[src/hdl/srcnt_pkg.sv]
package srcnt_pkg;

	localparam int MAX_PARTICLES = 64;
	localparam int WEIGHT_BITS   = 16;

	localparam int IDX_W  = $clog2(MAX_PARTICLES);
	localparam int SUM_W  = WEIGHT_BITS + IDX_W;
	localparam int SCNT_W = 7;
	localparam int CNT_W  = 7;
	localparam int PROD_W = SUM_W + SCNT_W;

	localparam int S_TDATA_W = ((WEIGHT_BITS + 7) / 8) * 8;
	localparam int M_TDATA_W = ((IDX_W + CNT_W + 7) / 8) * 8;

	localparam int ADDR_W = 3;
	localparam int DATA_W = 32;

	localparam logic [SCNT_W-1:0] SCNT_RESET = SCNT_W'(64);

	// register index, taken from the word-address bit of paddr
	localparam logic REG_SAMPLE_COUNT = 1'b0;

	typedef struct packed {
		logic             load;
		logic [IDX_W-1:0] load_idx;
		logic             shift;
	} chain_ctl_t;

	typedef struct packed {
		logic             start;
		logic [SUM_W-1:0] total;
		logic [IDX_W-1:0] nlast;
	} run_req_t;

endpackage

[src/hdl/srcnt_cell.sv]
module srcnt_cell (
	input  logic                        clk,
	input  srcnt_pkg::chain_ctl_t       ctl,
	input  logic [srcnt_pkg::IDX_W-1:0] cell_idx,
	input  logic [srcnt_pkg::SUM_W-1:0] load_sum,
	input  logic [srcnt_pkg::SUM_W-1:0] next_sum,
	output logic [srcnt_pkg::SUM_W-1:0] sum
);
	import srcnt_pkg::*;

	logic [SUM_W-1:0] sum_q;

	// payload only, no reset
	always_ff @(posedge clk) begin
		if (ctl.load && ctl.load_idx == cell_idx) begin
			sum_q <= load_sum;
		end else if (ctl.shift) begin
			sum_q <= next_sum;
		end
	end

	assign sum = sum_q;

endmodule

[src/hdl/srcnt_chain.sv]
module srcnt_chain (
	input  logic                        clk,
	input  srcnt_pkg::chain_ctl_t       ctl,
	input  logic [srcnt_pkg::SUM_W-1:0] load_sum,
	output logic [srcnt_pkg::SUM_W-1:0] head_sum,
	output logic [srcnt_pkg::SUM_W-1:0] next_head_sum
);
	import srcnt_pkg::*;

	logic [SUM_W-1:0] sums [MAX_PARTICLES];

	// cells shift toward cell 0; the top cell pulls in zero
	for (genvar k = 0; k < MAX_PARTICLES; k++) begin : g_cell
		logic [SUM_W-1:0] nxt;
		if (k == MAX_PARTICLES - 1) begin : g_top
			assign nxt = '0;
		end else begin : g_mid
			assign nxt = sums[k+1];
		end
		srcnt_cell u_cell (
			.clk      (clk),
			.ctl      (ctl),
			.cell_idx (IDX_W'(k)),
			.load_sum (load_sum),
			.next_sum (nxt),
			.sum      (sums[k])
		);
	end

	assign head_sum      = sums[0];
	assign next_head_sum = sums[1];

endmodule

[src/hdl/srcnt_walker.sv]
module srcnt_walker (
	input  logic                         clk,
	input  logic                         arst_n,
	input  srcnt_pkg::run_req_t          req,
	input  logic [srcnt_pkg::SCNT_W-1:0] sample_count,
	input  logic [srcnt_pkg::SUM_W-1:0]  head_sum,
	input  logic [srcnt_pkg::SUM_W-1:0]  next_head_sum,
	output logic                         shift,
	output logic                         busy,
	output logic                         out_valid,
	input  logic                         out_ready,
	output logic [srcnt_pkg::IDX_W-1:0]  out_idx,
	output logic [srcnt_pkg::CNT_W-1:0]  out_count,
	output logic                         out_last
);
	import srcnt_pkg::*;

	typedef enum logic [1:0] {
		W_IDLE,
		W_START,
		W_WALK
	} wstate_t;

	wstate_t           state_q;
	logic [SUM_W-1:0]  total_q;
	logic [IDX_W-1:0]  nlast_q;
	logic [IDX_W-1:0]  ptr_q;
	logic [SCNT_W-1:0] rem_q;
	logic [CNT_W-1:0]  cnt_q;
	logic [PROD_W-1:0] lhs_q;
	logic [PROD_W-1:0] prod_q;
	logic              ov_q;
	logic [IDX_W-1:0]  oidx_q;
	logic [CNT_W-1:0]  ocnt_q;
	logic              olast_q;

	logic              at_last;
	logic              take;
	logic              slot_free;
	logic              emit;
	logic [SUM_W-1:0]  mul_in;
	logic [PROD_W-1:0] prod_d;

	assign at_last   = (ptr_q == nlast_q);
	// point lands on the current particle, or on the last one when the search runs out
	assign take      = (rem_q != '0) && ((lhs_q < prod_q) || at_last);
	assign slot_free = !ov_q || out_ready;
	// current particle is done and its count goes to the result register
	assign emit      = (state_q == W_WALK) && !take && slot_free;
	assign shift     = emit && !at_last;
	assign busy      = (state_q != W_IDLE);

	assign mul_in = (state_q == W_START) ? head_sum : next_head_sum;
	assign prod_d = PROD_W'(sample_count) * PROD_W'(mul_in);

	always_ff @(posedge clk or negedge arst_n) begin
		if (!arst_n) begin
			state_q <= W_IDLE;
			ov_q    <= 1'b0;
			ptr_q   <= '0;
			rem_q   <= '0;
			cnt_q   <= '0;
			lhs_q   <= '0;
			prod_q  <= '0;
			oidx_q  <= '0;
			ocnt_q  <= '0;
			olast_q <= 1'b0;
		end else begin
			if (emit) begin
				ov_q <= 1'b1;
			end else if (out_ready) begin
				ov_q <= 1'b0;
			end
			case (state_q)
				W_IDLE: begin
					if (req.start) begin
						state_q <= W_START;
					end
				end
				W_START: begin
					prod_q  <= prod_d;
					lhs_q   <= PROD_W'(total_q);
					rem_q   <= sample_count;
					ptr_q   <= '0;
					cnt_q   <= '0;
					state_q <= W_WALK;
				end
				W_WALK: begin
					if (take) begin
						cnt_q <= cnt_q + CNT_W'(1);
						rem_q <= rem_q - SCNT_W'(1);
						lhs_q <= lhs_q + PROD_W'(total_q);
					end else if (slot_free) begin
						oidx_q  <= ptr_q;
						ocnt_q  <= cnt_q;
						olast_q <= at_last;
						if (at_last) begin
							state_q <= W_IDLE;
						end else begin
							ptr_q  <= ptr_q + IDX_W'(1);
							cnt_q  <= '0;
							prod_q <= prod_d;
						end
					end
				end
				default: begin
					state_q <= W_IDLE;
				end
			endcase
		end
	end

	always_ff @(posedge clk) begin
		if (state_q == W_IDLE && req.start) begin
			total_q <= req.total;
			nlast_q <= req.nlast;
		end
	end

	assign out_valid = ov_q;
	assign out_idx   = oidx_q;
	assign out_count = ocnt_q;
	assign out_last  = olast_q;

endmodule

[src/hdl/systematic_resampling_counts_core.sv]
// Flow: a set of N weights loads at one weight per cycle while the walker is idle; the closing
//   weight moves the walker to W_START and then W_WALK, which deals S points (S = sample_count)
//   over N particles, one point or one particle per cycle while the result side does not stall.
// Sets: no new set loads until the walk ends; bounded by the single compare/multiply walker.
// Reset: arst_n clears control state and sets sample_count to 64; the sum cells carry no reset.
module systematic_resampling_counts_core (
	input  logic                             clk,
	input  logic                             arst_n,
	// input stream
	input  logic                             s_tvalid,
	output logic                             s_tready,
	input  logic [srcnt_pkg::S_TDATA_W-1:0]  s_tdata,   // [15:0] weight
	input  logic                             s_tlast,   // last_weight
	// result stream
	output logic                             m_tvalid,
	input  logic                             m_tready,
	output logic [srcnt_pkg::M_TDATA_W-1:0]  m_tdata,   // [5:0] particle_index, [12:6] copy_count
	output logic                             m_tlast,   // last_count
	// register port
	input  logic                             psel,
	input  logic                             penable,
	input  logic                             pwrite,
	input  logic [srcnt_pkg::ADDR_W-1:0]     paddr,
	input  logic [srcnt_pkg::DATA_W-1:0]     pwdata,
	output logic [srcnt_pkg::DATA_W-1:0]     prdata,
	output logic                             pready
);
	import srcnt_pkg::*;

	logic [SCNT_W-1:0] sample_count_q;
	logic [SUM_W-1:0]  acc_q;        // running sum of the set being loaded
	logic [IDX_W-1:0]  load_cnt_q;   // slot of the next weight

	chain_ctl_t        chain_ctl;
	run_req_t          run_req;
	logic              in_req;
	logic              closing;
	logic [SUM_W-1:0]  sum_new;
	logic [SUM_W-1:0]  head_sum;
	logic [SUM_W-1:0]  next_head_sum;
	logic              walk_shift;
	logic              busy;
	logic [IDX_W-1:0]  out_idx;
	logic [CNT_W-1:0]  out_count;

	// ---------------- register port ----------------
	assign pready = 1'b1;
	assign prdata = (paddr[ADDR_W-1] == REG_SAMPLE_COUNT) ? DATA_W'(sample_count_q) : '0;

	always_ff @(posedge clk or negedge arst_n) begin
		if (!arst_n) begin
			sample_count_q <= SCNT_RESET;
		end else if (psel && penable && pwrite && pready
		             && paddr[ADDR_W-1] == REG_SAMPLE_COUNT) begin
			sample_count_q <= pwdata[SCNT_W-1:0];
		end
	end

	// ---------------- weight loading ----------------
	// weights are taken only while the walker is idle; the result register may
	// still hold the final count of the previous set
	assign s_tready = !busy;
	assign in_req   = s_tvalid && s_tready;
	assign sum_new  = acc_q + SUM_W'(s_tdata[WEIGHT_BITS-1:0]);
	// a full chain closes the set even without tlast
	assign closing  = s_tlast || (load_cnt_q == IDX_W'(MAX_PARTICLES - 1));

	always_ff @(posedge clk or negedge arst_n) begin
		if (!arst_n) begin
			acc_q      <= '0;
			load_cnt_q <= '0;
		end else if (in_req) begin
			if (closing) begin
				acc_q      <= '0;
				load_cnt_q <= '0;
			end else begin
				acc_q      <= sum_new;
				load_cnt_q <= load_cnt_q + IDX_W'(1);
			end
		end
	end

	assign chain_ctl.load     = in_req;
	assign chain_ctl.load_idx = load_cnt_q;
	assign chain_ctl.shift    = walk_shift;

	assign run_req.start = in_req && closing;
	assign run_req.total = sum_new;
	assign run_req.nlast = load_cnt_q;

	// ---------------- cell row of running sums ----------------
	srcnt_chain u_chain (
		.clk           (clk),
		.ctl           (chain_ctl),
		.load_sum      (sum_new),
		.head_sum      (head_sum),
		.next_head_sum (next_head_sum)
	);

	// ---------------- merge walk of points against particles ----------------
	// compare is (i+1)*total < S*running_sum; (i+1)*total advances by adding total, S*running_sum
	// comes from the head cell at start, then is formed one particle ahead from the second cell of the row
	srcnt_walker u_walker (
		.clk           (clk),
		.arst_n        (arst_n),
		.req           (run_req),
		.sample_count  (sample_count_q),
		.head_sum      (head_sum),
		.next_head_sum (next_head_sum),
		.shift         (walk_shift),
		.busy          (busy),
		.out_valid     (m_tvalid),
		.out_ready     (m_tready),
		.out_idx       (out_idx),
		.out_count     (out_count),
		.out_last      (m_tlast)
	);

	assign m_tdata = M_TDATA_W'({out_count, out_idx});

	// ---------------- checks ----------------
	a_no_shift_on_load: assert property (@(posedge clk) disable iff (!arst_n)
		!(chain_ctl.shift && chain_ctl.load))
		else $error("chain shift during a weight load");

	a_close_starts_walk: assert property (@(posedge clk) disable iff (!arst_n)
		run_req.start |=> busy)
		else $error("closing weight did not start the walk");

	a_idle_no_shift: assert property (@(posedge clk) disable iff (!arst_n)
		!busy |-> !walk_shift)
		else $error("chain shifted while walker idle");

endmodule

[config.mk]
export PLATFORM = sky130hd
export DESIGN_NAME = systematic_resampling_counts_core
export DESIGN_NICKNAME = d
export VERILOG_FILES = /design/src/hdl/srcnt_pkg.sv /design/src/hdl/srcnt_cell.sv /design/src/hdl/srcnt_chain.sv /design/src/hdl/srcnt_walker.sv /design/src/hdl/systematic_resampling_counts_core.sv
export SDC_FILE = /design/constraint.sdc
export NUM_CORES = 2
export LEC_CHECK = 0
export BUFFER_PORTS_ARGS = -buffer_cell sky130_fd_sc_hd__buf_4
export CORE_MARGIN = 2
export CORE_UTILIZATION = 49
export DETAILED_ROUTE_END_ITERATION = 7
export SLEW_MARGIN = 10
export SYNTH_ARGS = -nofsm -noshare
export SYNTH_HDL_FRONTEND = slang
export SYNTH_SLANG_ARGS = --single-unit
[constraint.sdc]
create_clock -name clk -period 8.69 [get_ports clk]
set_clock_uncertainty 0.1 [all_clocks]
set_input_delay 0.4345 -clock clk [delete_from_list [all_inputs] [get_ports clk]]
set_output_delay 0.4345 -clock clk [all_outputs]
set_load 0.01 [all_outputs]
==> flow_summary.ini <==
[die]
die-width_um = 386
core.rowCount = 140
design.core.area_um2 = 145000
num_io_pins = 111
floorplan.initialDensity_pct = 49.2
die_area_um2 = 149000
floorplan.die.height_um = 386

[setup_path]
reg2reg_depth = 22
r2r-end = u_walker.prod_q[28]
worst_r2r_startpoint = u_walker.state_q[1]
critical_path.max_stage_delay_ns = 0.83
timing.critical_path.to = u_walker.prod_q[28]
slowest_stage = sky130_fd_sc_hd__mux2i_1
crit_start = u_walker.state_q[1]
crit_path_cell_trace = inv_1 > ha_1 > buf_4 > mux2i_1 > nand2b_1 > fa_1 > fa_1 > inv_1 > fa_1 > inv_1 > fa_1 > inv_1 > ha_1 > o21ai_0 > o21ai_0 > nand3_1 > and3_1 > o211ai_1 > nand2_1 > o31a_1 > xnor2_1 > o21ai_0
critPathRequiredTime_ns = 9.26
worstPathMaxFanout = 13
buf_inv_stages_crit_path = 5
logic_depth_of_the_worst_setup_path_including_buffers = 22
rrSetupSlack_ns = 1.54
end_kind = register
worstSetupPathType = reg -> reg
critPathArrivalTime_ns = 7.72
startpoint_type = register
critPathTopFamily = adder cells

[clock_network]
cts.reportedPaths.clkPinSlew_ns = 0.06
cts-buffers-inserted = 164
tritoncts = done
cts_htree_levels = 4
cts_setup_buffers = 0
cts_max_path_buffers = 3
cts_sinks = 1566
clkLatencyLatePin_ns = 0.81
cts.root.buffer_cell = sky130_fd_sc_hd__clkbuf_16

[global_route]
grt_pass1_vias = 43200
pin_count_of_the_biggest_net_entering_global_routing = 72
grt_pass1_wl_mm = 245
antenna_violations_before_repair = 2
overflow = 0
grt_use_total_pct = 20.9

[detailed_routing]
wirelength_mm = 153
antenna_left = 0
post_drt_wl_per_cell_um = 18.8
post_drt_via_cell_ratio = 5.50
detailroute.via_count = 44900
detail_route.drc_violations = 0
dr.pass1.iters = 7
initialDrtViolationCount = 3653

[layout]
instances_no_fill = 8169
nNetsFinal = 6403
layout-drive-gt1-share_pct = 7.74
layout.core_utilization_pct = 54.0
n_antenna_cell = 0
area_growth_syn_to_layout_pct = 9.77

[synthesis]
post-synth-top-area-fraction_pct = 60.4
synthMostInstantiatedCell = sky130_fd_sc_hd__nand2_1
post_synth_most_frequent_cells = 1601 x sky130_fd_sc_hd__nand2_1, 1436 x sky130_fd_sc_hd__edfxtp_1, 940 x sky130_fd_sc_hd__o21ai_0, 498 x sky130_fd_sc_hd__o21ai_1, 440 x sky130_fd_sc_hd__clkbuf_1
synth_flop_cell = sky130_fd_sc_hd__edfxtp_1
netlist.top_cell.by_area = sky130_fd_sc_hd__edfxtp_1
number_of_standard_cells_after_synthesis = 6285
post_synth_num_cell_types = 70
number_of_flops_mapped_to_enable_cells_by_yosys = 1436
yosysWarnings = 0
synth_area_um2 = 71400
synth_top_area_cells = sky130_fd_sc_hd__edfxtp_1 60%, sky130_fd_sc_hd__nand2_1 8.4%, sky130_fd_sc_hd__o21ai_0 6.6%
ys_ff_latch = 1566
synth_seq_area_share_pct = 64.9
avgSynthCellArea_um2 = 11.4
async_s_r_ff_share_synth_pct = 8.30

[timing]
setup_tns_ns = 0
layout_setup_ws_ns = 1.54
max_clock_freq_mhz = 140
setup_repair_after_global_routing_missed_its_margin = false
final-setup-viol-count = 0
final_hold_viols = 0
post-route-period-util_pct = 82.2
relative_max_transition_margin_pct = 23.2
min_period_ns = 7.15
worst_slew_pin_slew_ns = 1.15
finalMaxSlewViolations = 0
final.hold.worst_slack_ns = 0.0959

[place]
dp_cells = 7860
place.port_buffers = 54
pre_cts_ws_ns = 1.59
gp_routability_congestion = 0.845
hpwlAfterDp_mm = 91.0

[pwr]
leakage_nw = 30.6
max-vdd-ir-drop_mv = 0.477
power_density_nw_per_um2 = 348

[min_path]
min-delay-path-class = in -> async

[status]
outcome = complete, no violations

[flow_run]
max_cap_violations = 0
[how the worst min path moves through the flow]
stage / from / to / slack (ns) / depth (start not counted)
2_1_floorplan: arst_n / acc_q[0] / 0.04 / 0
3_3_place_gp: arst_n / u_walker.out_count[6] / 0.35 / 1
3_5_place_dp: arst_n / u_walker.out_count[5] / 0.35 / 1
4_1_cts: arst_n / sample_count_q[0] / 0.05 / 2
5_1_grt: s_tvalid / acc_q[7] / 0.12 / 5
6_report: arst_n / u_walker.ptr_q[1] / 0.1 / 2
[cell type report]
class | count | area, um2
multi-input combinational | 4049 | 22600
clock inverter | 80 | 758
inverter | 181 | 679
fill | 12300 | 66800
clock buffer | 219 | 4380
timing repair buffer | 157 | 1210
sequential | 1566 | 46400
tap | 1917 | 2400
[stage by stage]
stage	instance area [um2]	total power, mW
6_report	78400	27.3
5_1_grt	78400	29.2
4_1_cts	78400	27.6
3_5_place_dp	73100	20.8
3_3_place_gp	73100	20.6
2_1_floorplan	71500	17.4
[power breakdown]
group / switching [mW] / leakage (nW) / internal, mW / total (mW)
clock network: 2.97 / 2.49 / 3.73 / 6.70
registers: 0.404 / 14.6 / 9.24 / 9.65
logic: 7.39 / 13.5 / 3.54 / 10.9
[routing by layer]
layer,track usage [%],wire length (um),vias up
met5,0,13,-
met4,5.33,2880,2
met3,3.62,9240,197
met2,32.6,69800,1087
met1,30.4,71300,22000
li1,-,-,21700
[layout by cell type (no fill, tap or decap), types with 27 or more instances in the layout]
master / instances
sky130_fd_sc_hd__inv_1: 175
sky130_fd_sc_hd__mux2_2: 79
sky130_fd_sc_hd__nand3_1: 27
sky130_fd_sc_hd__fa_1: 100
sky130_fd_sc_hd__buf_4: 146
sky130_fd_sc_hd__clkinv_1: 33
sky130_fd_sc_hd__mux2i_1: 27
sky130_fd_sc_hd__o21ai_0: 940
sky130_fd_sc_hd__edfxtp_1: 1436
sky130_fd_sc_hd__a21o_1: 30
sky130_fd_sc_hd__clkbuf_1: 50
sky130_fd_sc_hd__o21ai_1: 498
sky130_fd_sc_hd__nand2_1: 1600
sky130_fd_sc_hd__a21oi_1: 72
sky130_fd_sc_hd__nor2b_1: 104
sky130_fd_sc_hd__clkbuf_16: 166
sky130_fd_sc_hd__and2_1: 34
sky130_fd_sc_hd__ha_1: 123
sky130_fd_sc_hd__conb_1: 29
sky130_fd_sc_hd__dfrtp_1: 129
sky130_fd_sc_hd__xnor2_1: 37
sky130_fd_sc_hd__nor2_1: 89
[kinds of logic (layout without fill, tap and decap cells)]
family | after synthesis | after routing | synth area share (%)
flops | 1566 | 1566 | 64.9
mux | 119 | 119 | 1.83
xor+xnor | 80 | 80 | 1.00
simple gates | 1950 | 1950 | 11.1
buf+inv | 697 | 637 | 4.02
fa+ha+maj | 225 | 225 | 5.00
compound gates | 1646 | 1646 | 12.1
other cells | 2 | 29 | 0.0105
[sequential cells by signal, indices dropped and copies added, names as in the netlist]
name                       flops
acc_q                         22
load_cnt_q                     6
sample_count_q                 7
u_chain.g_cell.u_cell.sum   1408
u_walker.cnt_q                 7
u_walker.lhs_q                29
u_walker.nlast_q               6
u_walker.out_count             7
u_walker.out_idx               6
u_walker.out_last              1
u_walker.out_valid             1
u_walker.prod_q               29
u_walker.ptr_q                 6
u_walker.rem_q                 7
u_walker.state_q               2
u_walker.total_q              22
[timing repair]
item	4_1_cts	5_1_grt
resized for setup	0	0
hold buffers	10	0
endpoints found under the hold margin	70	0
Power figures use the tool's default switching activity.
